## src/rtl/core/pts_pkg.sv

```systemverilog
// shared types and constants of the token scanner
// item structs, character classes and token kinds; no dependencies
package pts_pkg;

    localparam int LINE_BITS_DEF = 16;

    localparam logic [7:0] CH_LPAREN = 8'h28;

    typedef struct packed {
        logic       mode;
        logic [7:0] next_char;
    } t_in;

    typedef struct packed {
        logic [7:0]  text_char;
        logic        has_char;
        logic        token_end;
        logic [2:0]  token_kind;
        logic [15:0] line_number;
        logic        last;
    } t_out;

    typedef enum logic [2:0] {
        K_SYM     = 3'd0,
        K_NUM     = 3'd1,
        K_FLOAT   = 3'd2,
        K_STR     = 3'd3,
        K_INVALID = 3'd4,
        K_EOF     = 3'd5,
        K_UNEXP   = 3'd6
    } t_kind;

    typedef enum logic [3:0] {
        C_SPACE,
        C_NL,
        C_LPAREN,
        C_LT,
        C_GT,
        C_COLON,
        C_EQ,
        C_STAR,
        C_RPAREN,
        C_DOT,
        C_SYM1,
        C_ALPHA,
        C_DIGIT,
        C_QUOTE,
        C_OTHER
    } t_class;

    typedef struct packed {
        logic       eoi;
        logic [7:0] ch;
        t_class     cls;
    } t_item;

endpackage

```

## src/rtl/core/pascal_like_token_scanner.sv

```systemverilog
// top level of the token scanner: front end, item queue and back end
// depends on pts_pkg, pts_front, pts_back
//
// channel | dir | handshake             | payload
// in      | in  | i_in_valid/o_in_ready | i_in  (t_in: mode, next_char)
// out     | out | o_out_valid/i_out_ready | o_out (t_out: token result)
//
// one item per cycle while the result queue has two free entries
// an item's two results enter the result queue together and leave it one at a time
// rate is set by the single scanner state register updated once per item
// synchronous active-low reset returns to the start state with line count 1
// either side may stall; the item queue and four-entry result queue absorb it
module pascal_like_token_scanner import pts_pkg::*; #(
    parameter int LINE_BITS = LINE_BITS_DEF
) (
    input  logic i_clk,
    input  logic i_rst_n,
    input  logic i_in_valid,
    output logic o_in_ready,
    input  t_in  i_in,
    output logic o_out_valid,
    input  logic i_out_ready,
    output t_out o_out
);

    logic  head_valid;
    t_item head;
    logic  pop;

    pts_front u_front (
        .i_clk        (i_clk),
        .i_rst_n      (i_rst_n),
        .i_in_valid   (i_in_valid),
        .o_in_ready   (o_in_ready),
        .i_in         (i_in),
        .o_head_valid (head_valid),
        .o_head       (head),
        .i_pop        (pop)
    );

    pts_back #(
        .LINE_BITS (LINE_BITS)
    ) u_back (
        .i_clk       (i_clk),
        .i_rst_n     (i_rst_n),
        .i_valid     (head_valid),
        .i_item      (head),
        .o_pop       (pop),
        .o_out_valid (o_out_valid),
        .i_out_ready (i_out_ready),
        .o_out       (o_out)
    );

endmodule

```

## src/rtl/core/pts_front.sv

```systemverilog
// front end: accepts input items, classifies the character, two-entry item queue
// depends on pts_pkg
module pts_front import pts_pkg::*; (
    input  logic  i_clk,
    input  logic  i_rst_n,
    input  logic  i_in_valid,
    output logic  o_in_ready,
    input  t_in   i_in,
    output logic  o_head_valid,
    output t_item o_head,
    input  logic  i_pop
);

    localparam int QDEPTH = 2;
    localparam int QAW    = $clog2(QDEPTH);

    t_item              r_q [QDEPTH];
    logic [QAW-1:0]     r_wp, r_rp;
    logic [QAW:0]       r_cnt;
    logic               push, pop;
    t_item              item;

    function automatic t_class classify(input logic [7:0] c);
        t_class k;
        if (c inside {8'h20, 8'h09, 8'h0D})      k = C_SPACE;
        else if (c == 8'h0A)                     k = C_NL;
        else if (c == 8'h28)                     k = C_LPAREN;
        else if (c == 8'h3C)                     k = C_LT;
        else if (c == 8'h3E)                     k = C_GT;
        else if (c == 8'h3A)                     k = C_COLON;
        else if (c == 8'h3D)                     k = C_EQ;
        else if (c == 8'h2A)                     k = C_STAR;
        else if (c == 8'h29)                     k = C_RPAREN;
        else if (c == 8'h2E)                     k = C_DOT;
        else if (c inside {8'h2C, 8'h3B, 8'h2B, 8'h2D, 8'h2F, 8'h25}) k = C_SYM1;
        else if (c inside {[8'h61:8'h7A], [8'h41:8'h5A], 8'h5F})     k = C_ALPHA;
        else if (c inside {[8'h30:8'h39]})       k = C_DIGIT;
        else if (c == 8'h27)                     k = C_QUOTE;
        else                                     k = C_OTHER;
        return k;
    endfunction

    assign item.eoi = i_in.mode;
    assign item.ch  = i_in.next_char;
    assign item.cls = classify(i_in.next_char);

    assign o_in_ready   = (r_cnt != (QAW+1)'(QDEPTH));
    assign push         = i_in_valid && o_in_ready;
    assign o_head_valid = (r_cnt != '0);
    assign pop          = i_pop && o_head_valid;
    assign o_head       = r_q[r_rp];

    always_ff @(posedge i_clk) begin
        if (push) begin
            r_q[r_wp] <= item;
        end
    end

    always_ff @(posedge i_clk) begin
        if (!i_rst_n) begin
            r_wp  <= '0;
            r_rp  <= '0;
            r_cnt <= '0;
        end else begin
            if (push) begin
                r_wp <= r_wp + 1'b1;
            end
            if (pop) begin
                r_rp <= r_rp + 1'b1;
            end
            r_cnt <= r_cnt + (QAW+1)'(push) - (QAW+1)'(pop);
        end
    end

endmodule

```

## src/rtl/core/pts_back.sv

```systemverilog
// back end: scanner state machine, line count and result queue
// depends on pts_pkg
module pts_back import pts_pkg::*; #(
    parameter int LINE_BITS = LINE_BITS_DEF
) (
    input  logic  i_clk,
    input  logic  i_rst_n,
    input  logic  i_valid,
    input  t_item i_item,
    output logic  o_pop,
    output logic  o_out_valid,
    input  logic  i_out_ready,
    output t_out  o_out
);

    localparam int OQ_DEPTH = 4;
    localparam int OAW      = $clog2(OQ_DEPTH);

    typedef enum logic [3:0] {
        ST_START, ST_LPAREN, ST_COMMENT, ST_STAR, ST_LT, ST_GT, ST_COLON,
        ST_IDENT, ST_NUM, ST_FRAC, ST_STRING
    } t_state;

    typedef struct packed {
        logic       v;
        logic       has;
        logic [7:0] ch;
        logic       tok_end;
        t_kind      kind;
    } t_emit;

    t_state             r_state, n_state;
    logic [LINE_BITS-1:0] r_line;
    t_emit              e1, e2;
    logic               redo, nl, fire, pop_out;
    t_out               res0, res1;
    logic [1:0]         n_push;
    t_out               r_buf [OQ_DEPTH];
    logic [OAW-1:0]     r_wp, r_rp;
    logic [OAW:0]       r_cnt;
    logic               eoi;
    t_class             cls;
    logic [7:0]         ch;

    function automatic t_emit mk(input logic has, input logic [7:0] c,
                                 input logic e, input t_kind k);
        t_emit r;
        r.v       = 1'b1;
        r.has     = has;
        r.ch      = has ? c : 8'h00;
        r.tok_end = e;
        r.kind    = e ? k : K_SYM;
        return r;
    endfunction

    function automatic t_out pack_res(input t_emit e, input logic [15:0] ln,
                                      input logic lst);
        t_out r;
        r.text_char   = e.ch;
        r.has_char    = e.has;
        r.token_end   = e.tok_end;
        r.token_kind  = e.kind;
        r.line_number = ln;
        r.last        = lst;
        return r;
    endfunction

    assign eoi = i_item.eoi;
    assign cls = i_item.cls;
    assign ch  = i_item.ch;

    always_comb begin
        e1      = '0;
        e2      = '0;
        n_state = r_state;
        redo    = 1'b0;
        nl      = 1'b0;
        case (r_state)
            ST_LPAREN: begin
                n_state = ST_START;
                if (eoi) begin
                    e1 = mk(1'b1, CH_LPAREN, 1'b1, K_UNEXP);
                end else if (cls == C_STAR) begin
                    n_state = ST_COMMENT;
                end else begin
                    e1   = mk(1'b1, CH_LPAREN, 1'b1, K_SYM);
                    redo = 1'b1;
                end
            end
            ST_COMMENT, ST_STAR: begin
                if (eoi) begin
                    e1      = mk(1'b0, ch, 1'b1, K_EOF);
                    n_state = ST_START;
                end else if (cls == C_STAR) begin
                    n_state = ST_STAR;
                end else if (cls == C_RPAREN && r_state == ST_STAR) begin
                    n_state = ST_START;
                end else begin
                    nl      = (cls == C_NL);
                    n_state = ST_COMMENT;
                end
            end
            ST_LT, ST_GT, ST_COLON: begin
                n_state = ST_START;
                if (eoi) begin
                    e1 = mk(1'b0, ch, 1'b1, K_UNEXP);
                end else if (cls == C_EQ || (cls == C_GT && r_state == ST_LT)) begin
                    e1 = mk(1'b1, ch, 1'b1, K_SYM);
                end else begin
                    e1   = mk(1'b0, ch, 1'b1, K_SYM);
                    redo = 1'b1;
                end
            end
            ST_IDENT: begin
                if (!eoi && (cls == C_ALPHA || cls == C_DIGIT)) begin
                    e1 = mk(1'b1, ch, 1'b0, K_SYM);
                end else begin
                    e1   = mk(1'b0, ch, 1'b1, K_SYM);
                    redo = 1'b1;
                end
            end
            ST_NUM: begin
                if (!eoi && cls == C_DIGIT) begin
                    e1 = mk(1'b1, ch, 1'b0, K_SYM);
                end else if (!eoi && cls == C_DOT) begin
                    e1      = mk(1'b1, ch, 1'b0, K_SYM);
                    n_state = ST_FRAC;
                end else begin
                    e1   = mk(1'b0, ch, 1'b1, K_NUM);
                    redo = 1'b1;
                end
            end
            ST_FRAC: begin
                if (!eoi && cls == C_DIGIT) begin
                    e1 = mk(1'b1, ch, 1'b0, K_SYM);
                end else begin
                    e1   = mk(1'b0, ch, 1'b1, K_FLOAT);
                    redo = 1'b1;
                end
            end
            ST_STRING: begin
                if (eoi) begin
                    e1      = mk(1'b0, ch, 1'b1, K_UNEXP);
                    n_state = ST_START;
                end else if (cls == C_QUOTE) begin
                    e1      = mk(1'b0, ch, 1'b1, K_STR);
                    n_state = ST_START;
                end else begin
                    e1 = mk(1'b1, ch, 1'b0, K_SYM);
                end
            end
            default: begin
                redo = 1'b1;
            end
        endcase

        // start state, also reprocessing of a character that closed a token
        if (redo) begin
            n_state = ST_START;
            if (eoi) begin
                e2 = mk(1'b0, ch, 1'b1, K_EOF);
            end else begin
                case (cls)
                    C_SPACE:  ;
                    C_NL:     nl = 1'b1;
                    C_LPAREN: n_state = ST_LPAREN;
                    C_LT: begin
                        e2      = mk(1'b1, ch, 1'b0, K_SYM);
                        n_state = ST_LT;
                    end
                    C_GT: begin
                        e2      = mk(1'b1, ch, 1'b0, K_SYM);
                        n_state = ST_GT;
                    end
                    C_COLON: begin
                        e2      = mk(1'b1, ch, 1'b0, K_SYM);
                        n_state = ST_COLON;
                    end
                    C_EQ, C_STAR, C_RPAREN, C_DOT, C_SYM1: begin
                        e2 = mk(1'b1, ch, 1'b1, K_SYM);
                    end
                    C_ALPHA: begin
                        e2      = mk(1'b1, ch, 1'b0, K_SYM);
                        n_state = ST_IDENT;
                    end
                    C_DIGIT: begin
                        e2      = mk(1'b1, ch, 1'b0, K_SYM);
                        n_state = ST_NUM;
                    end
                    C_QUOTE:  n_state = ST_STRING;
                    default: begin
                        e2 = mk(1'b1, ch, 1'b1, K_INVALID);
                    end
                endcase
            end
        end
    end

    // results always carry the line count from before this item
    always_comb begin
        res0   = pack_res(e1, 16'(r_line), 1'b1);
        res1   = pack_res(e2, 16'(r_line), 1'b1);
        n_push = 2'd0;
        if (e1.v && e2.v) begin
            res0.last = 1'b0;
            n_push    = 2'd2;
        end else if (e1.v) begin
            n_push = 2'd1;
        end else if (e2.v) begin
            res0   = res1;
            n_push = 2'd1;
        end
    end

    assign fire        = i_valid && (r_cnt <= (OAW+1)'(OQ_DEPTH - 2));
    assign o_pop       = fire;
    assign o_out_valid = (r_cnt != '0);
    assign pop_out     = o_out_valid && i_out_ready;
    assign o_out       = r_buf[r_rp];

    always_ff @(posedge i_clk) begin
        if (fire && n_push != 2'd0) begin
            r_buf[r_wp] <= res0;
        end
        if (fire && n_push == 2'd2) begin
            r_buf[OAW'(r_wp + 1'b1)] <= res1;
        end
    end

    always_ff @(posedge i_clk) begin
        if (!i_rst_n) begin
            r_state <= ST_START;
            r_line  <= LINE_BITS'(1);
            r_wp    <= '0;
            r_rp    <= '0;
            r_cnt   <= '0;
        end else begin
            if (fire) begin
                r_state <= n_state;
                if (nl && !(&r_line)) begin
                    r_line <= r_line + 1'b1;
                end
                r_wp <= r_wp + OAW'(fire ? n_push : 2'd0);
            end
            if (pop_out) begin
                r_rp <= r_rp + 1'b1;
            end
            r_cnt <= r_cnt + (OAW+1)'(fire ? n_push : 2'd0) - (OAW+1)'(pop_out);
        end
    end

endmodule

```

## config.mk

```make
export PLATFORM = sky130hd
export DESIGN_NAME = pascal_like_token_scanner
export DESIGN_NICKNAME = d
export VERILOG_FILES = /design/src/rtl/core/pts_pkg.sv /design/src/rtl/core/pascal_like_token_scanner.sv /design/src/rtl/core/pts_front.sv /design/src/rtl/core/pts_back.sv
export SDC_FILE = /design/constraint.sdc
export NUM_CORES = 1
export LEC_CHECK = 0
export BUFFER_PORTS_ARGS = -buffer_cell sky130_fd_sc_hd__buf_2
export CORE_ASPECT_RATIO = 0.8
export CORE_MARGIN = 10
export CORE_UTILIZATION = 64
export CTS_BUF_LIST = sky130_fd_sc_hd__clkbuf_4
export CTS_CLUSTER_SIZE = 28
export DETAILED_ROUTE_END_ITERATION = 16
export GPL_ROUTABILITY_DRIVEN = 0
export PLACE_DENSITY = 0.82
export SLEW_MARGIN = 25
export SYNTH_ARGS = -nofsm -noshare
export SYNTH_HDL_FRONTEND = slang
export SYNTH_SLANG_ARGS = --single-unit
```

## constraint.sdc

```tcl
create_clock -name i_clk -period 5.8 [get_ports i_clk]
set_clock_uncertainty 0.15 [all_clocks]
set_input_delay 0.87 -clock i_clk [delete_from_list [all_inputs] [get_ports i_clk]]
set_output_delay 0.87 -clock i_clk [all_outputs]
set_load 0.005 [all_outputs]
```

==> metrics.csv, run 1 <==
metric;value;unit
fillers;947;
wirelength;20.6;mm
ant_nets;0;
cp.required;6.11;ns
crit_buf_inv;4;
core-area;13700;um2
min_period_over_period;82.9;%
netlist_area;9080;um2
placed_cells;964;
syn2layout_area_growth;7.08;%
clkSinkCount;180;
synth_fa_ha_area_share;1.60;%
cts_resized;0;
critical-path-top-delay-family;simple AND/OR/NAND/NOR gates;
synth_edf_count;138;
grt_pass1_wl;33.7;mm
synth_compound_area_share;11.0;%
synth-main-ff-cell;edfxtp_1;
layout_commonest_cell;edfxtp_1;
ys_async_sr_fraction;0;%
timing.hold.ws;0.320;ns
syn_inst;765;
grt_util_met3;5.61;%
synth_xor_area_share;1.25;%
antenna_found_initial;0;
path_max_fanout;22;
synth_fp_nets;789;
finalSetupTns;0;ns
worstMarginPinSlew;0.898;ns
rsz0062_at_grt;no;
postCtsSetupRepairBufs;0;
ys_warn_count;0;
grt_max_degree;40;
first_pass_iters;6;
criticalPathCategory;flip-flop to flip-flop;
met2_usage;33.6;%
outcome;finished clean;
max_slew_margin;40.1;%
final_cell_mix;edfxtp_1 (138), nor2_1 (85), and2_1 (62);
rows;38;
chipWidth;153;um
fp.dieH;127;um
fmax;208;MHz
antenna-diode-count;0;
muxShareOfSynthArea;10.6;%
endpoint_kind;flip-flop;
drv_slew;0;
die-area;19400;um2
cts_tree;built;
use_met1;28.0;%
fin_crit;4.81;ns
syn_avg_cell_area;11.9;um2
grt_pass1_vias;6545;
peakVddDrop;373;uV
finalSetupViolCount;0;
ys_seq_elements;180;
hpwlAfterDp;14.4;mm
ys_seq_area_share;54.9;%
cp_common_cell;and2_1;
vias;6587;
vias_per_cell;6.61;
insertion_delay;0.60;ns
track_usage;21.4;%
start_util;66.1;%
cap_violations;0;
routedWlPerCell;20.7;um
postCtsHoldBufs;0;
startpoint_type;flip-flop;
num_io_pins;45;
root_buffer;clkbuf_4;
drtIter0Drc;1066;
final_nets;827;
critPathArrivalTime;5.12;ns
leakagePower;0.00326;uW
drive_above_1_share;17.4;%
clockBufferDepth;2;
portBuffers;44;
powerDensity;431;nW/um2
path_clk_slew;0.13;ns
synth_cell_types;84;
busiest_layer;met2;
slowest_delay;0.82;ns
grt_overflow_total;0;
hold_class;primary input to flip-flop;
synth-simple-area-share;17.8;%
fin_cells;996;
drc;0;
path_cells;buf_4 -> o32ai_1 -> o221a_1 -> o2111ai_1 -> and2_1 -> inv_1 -> ha_1 -> nor2_1 -> nand3_1 -> and2_1 -> inv_1 -> buf_4 -> and2_1;
slowest_stage;dfxtp_1;
htreeDepth;4;
r2r_slack;0.99;ns
synth_top_family_by_area;simple AND/OR/NAND/NOR gates;
numCtsBuffers;17;
hold_violations;0;
[registers in the layout, summed over array words and instances, names as in the netlist, named ones only]
signal	cells
u_front.r_q	26
u_front.r_cnt	2
u_back.r_rp	2
u_front.r_wp	1
u_back.r_line	16
u_back.r_state	4
u_back.r_cnt	3
u_back.r_buf	120
u_back.r_wp	2
u_front.r_rp	1
[layout make-up]
class | instances | area [um2] | share of cell area (%)
Timing Repair Buffer | 57 | 318 | 3.27
Sequential cell | 180 | 4990 | 51.3
Clock inverter | 14 | 130 | 1.34
Tap cell | 180 | 225 | 2.32
Inverter | 25 | 93.8 | 0.965
Multi-Input combinational cell | 522 | 3830 | 39.4
Clock buffer | 18 | 135 | 1.39
[final timing paths]
check	cells after the start	to	start
min reg2reg	2	u_back.r_buf[0][18]	u_back.r_buf[0][18]
max	13	u_back.r_buf[1][1]	flip-flop
max reg2reg	13	u_back.r_buf[1][1]	flip-flop
min	1	u_front.r_q[0][12]	i_in[8]
[cells in the mapped netlist (4+ instances only)]
cell,number,area [um2]
a21o_1,5,37.5
a21oi_1,34,170
a22o_1,5,43.8
a32o_1,4,40.0
and2_1,62,388
and3_1,4,25.0
buf_2,6,30.0
clkbuf_1,26,97.6
dfxtp_1,42,841
edfxtp_1,138,4140
ha_1,10,125
inv_1,25,93.8
mux2_2,4,45.0
mux2i_1,16,160
mux4_2,30,676
nand2_1,48,180
nand2b_1,11,68.8
nand3_1,18,90.1
nand3b_1,4,30.0
nor2_1,86,323
nor3_1,10,50.1
nor3b_1,4,30.0
o21ai_0,25,125
o21ai_1,7,35.0
o22ai_1,16,100
o31ai_1,8,60.1
o32ai_1,4,35.0
or3_1,9,56.3
or4_1,7,52.6
xnor2_1,8,70.1
xor2_1,5,43.8
[metal layers]
metal,part of all wire (%),up-vias
met2,46,383
met4,2.7,0
met3,9.9,63
met5,0,-
met1,41,3175
li1,-,2966
[kinds of logic (layout without fill, tap and decap cells)]
| kind of cell | count (synthesis) | in the layout |
|---|---|---|
| AND/OR/NAND/NOR | 298 | 298 |
| flip-flops | 180 | 180 |
| AO/OA/AOI/OAI | 146 | 146 |
| buffers and inverters | 63 | 114 |
| multiplexers | 54 | 54 |
| XOR/XNOR | 13 | 13 |
| adder cells (fa/ha/maj) | 11 | 11 |
[through the flow]
stage	util, %	worst slack [ns]	cell area [um2]	total power [uW]
after floorplan	-	1.21	9080	2990
after detailed placement	68.8	1.13	9460	3530
after CTS	70.8	1.09	9720	4180
after global placement	68.8	1.39	9450	3430
after global routing	70.8	0.630	9730	4440
final	70.8	0.992	9730	4190
[where the power goes]
group          switching (uW)  internal (uW)  leakage [uW]  total (uW)
clock                     451            223      0.000145         674
sequential                184           1700       0.00153        1880
combinational             954            680       0.00158        1630
(Power assumes the default switching activity.)
==> run 2, diff against run 1 <==
clock period = 4.5 ns   (was 5.8 ns; I/O delays follow)
==> run 2 against run 1 <==
Compared with the run above: maximum frequency up 20%; flip-flop and latch count unchanged; critical path depth down 2; worst hold slack worse by 0.21 ns; combinational power up 34%; die area unchanged; setup slack worse by 0.51 ns; first-iteration DRC count down 6.8%; highest routed layer unchanged.
==> metrics.csv, run 2 (synthesis results as in run 1) <==
metric;value;unit
max_slew_margin;37.5;%
die-area;19400;um2
insertion_delay;0.60;ns
slowest_delay;0.63;ns
fp.dieH;127;um
path_cells;buf_4 -> nor3b_1 -> o22ai_2 -> a31oi_1 -> o2111ai_1 -> and2_1 -> ha_1 -> or4_4 -> o21ai_1 -> a21oi_1 -> nor2_1;
clkSinkCount;180;
regMostFlops;u_back.r_buf;
rr_endpoint;u_back.r_buf[2][29];
postCtsHoldBufs;0;
switching_share;36.9;%
first_pass_iters;7;
numCtsBuffers;17;
sequentialPowerShare;43.7;%
core-area;13700;um2
drtIter0Drc;993;
powerDensity;559;nW/um2
clockBufferDepth;2;
portBuffers;44;
leakagePower;0.00329;uW
drc;0;
timing.hold.ws;0.114;ns
layout_commonest_cell;edfxtp_1;
finalPower;5460;uW
cap_violations;0;
holdPathStages;1;
finalSetupTns;0;ns
fillers;923;
antenna_found_initial;0;
grt_pass1_vias;6296;
fin_crit;4.01;ns
cp.required;4.81;ns
criticalPathCategory;flip-flop to flip-flop;
cellInternalPower;3450;uW
hpwlAfterDp;14.7;mm
fmax;249;MHz
power_frac_comb;39.8;%
cts_resized;0;
htreeDepth;4;
wirelength;20.7;mm
whs_endpoint;u_front.r_q[1][12];
largest_reg_flops;120;
min_period_over_period;89.2;%
drive_above_1_share;18.0;%
grt_max_degree;39;
endpoint_kind;flip-flop;
ant_nets;0;
hp-start;i_in[8];
chipWidth;153;um
hold_class;primary input to flip-flop;
path_clk_slew;0.14;ns
place_area;9490;um2
finalSetupViolCount;0;
regArea;4990;um2
final_nets;832;
worstMarginPinSlew;0.936;ns
path_max_fanout;38;
cts_tree;built;
grt_overflow_total;0;
antenna-diode-count;0;
reg2regPathDepth;11;
grt_pass1_wl;33.2;mm
critPathArrivalTime;4.33;ns
vias;6532;
start_util;66.1;%
multi_input_area;3830;um2
vias_per_cell;6.53;
rsz0062_at_grt;no;
pwr-share-clk;16.5;%
num_io_pins;45;
outcome;finished clean;
track_usage;21.2;%
final_cell_mix;edfxtp_1 (138), nor2_1 (85), and2_1 (62);
slowest_stage;or4_4;
postCtsSetupRepairBufs;0;
final_cell_area;9780;um2
switching_power;2010;uW
routedWlPerCell;20.7;um
drv_slew;0;
final_core_util;71.2;%
startpoint_type;flip-flop;
rows;38;
peakVddDrop;528;uV
r2r_slack;0.49;ns
largest_registers;u_back.r_buf: 120 flops, u_front.r_q: 26 flops, u_back.r_line: 16 flops;
syn2layout_area_growth;7.66;%
hold_violations;0;
root_buffer;clkbuf_4;
-- run 2: cell types whose count changed in the layout (fill, tap and decap cells not counted), sizes merged --
cell	previous run	this run
clkinvlp	1	3
inv	28	27
clkbuf	18	21
buf	57	62
clkinv	9	3
bufinv	1	2
-- run 2: area by class of cell --
class	instances	share of cell area, %
flip-flops and latches	180	51.0
multi-input cells	522	39.2
repair buffers	62	3.63
well taps	180	2.30
clock buffers	21	1.61
clock inverters	10	1.28
inverters	25	0.960
-- run 2: critical path: cells and delay by family (launching register included) --
kind	cells	cell delay, ns
AND/OR/NAND/NOR	4	1.36
AO/OA/AOI/OAI	5	1.29
flip-flops	1	0.33
adder cells (fa/ha/maj)	1	0.32
buffers and inverters	1	0.42
-- run 2: per-stage QoR --
stage               std cells  setup WS [ns]
floorplan                 765          0.171
global placement          969          0.810
detailed placement        969          0.563
CTS                      1000          0.526
global route             1000          0.224
finish                   1000          0.485
-- run 2: worst max-delay path by stage --
stage / end / depth (start not counted)
6_report: u_back.r_buf[2][29] / 11
5_1_grt: u_back.r_buf[2][29] / 11
4_1_cts: u_back.r_buf[2][23] / 11
3_5_place_dp: u_back.r_buf[2][23] / 11
3_3_place_gp: u_back.r_buf[3][24] / 11
2_1_floorplan: u_back.r_buf[0][10] / 13
-- run 2: layer usage --
layer	wire length (um)	vias up	GRT usage [%]
met2	9600	350	33.5
li1	-	2974	-
met4	453	0	6.83
met1	8560	3143	28.4
met5	0	-	0
met3	2090	65	5.17
-- run 2: power groups by stage --
stage                     registers [uW]  logic [uW]  clock network, uW
after floorplan                     2310        1540                  0
after global placement              2400        2080                  0
after detailed placement            2430        2150                  0
after CTS                           2390        2160                912
after global routing                2420        2360                987
final                               2390        2180                899
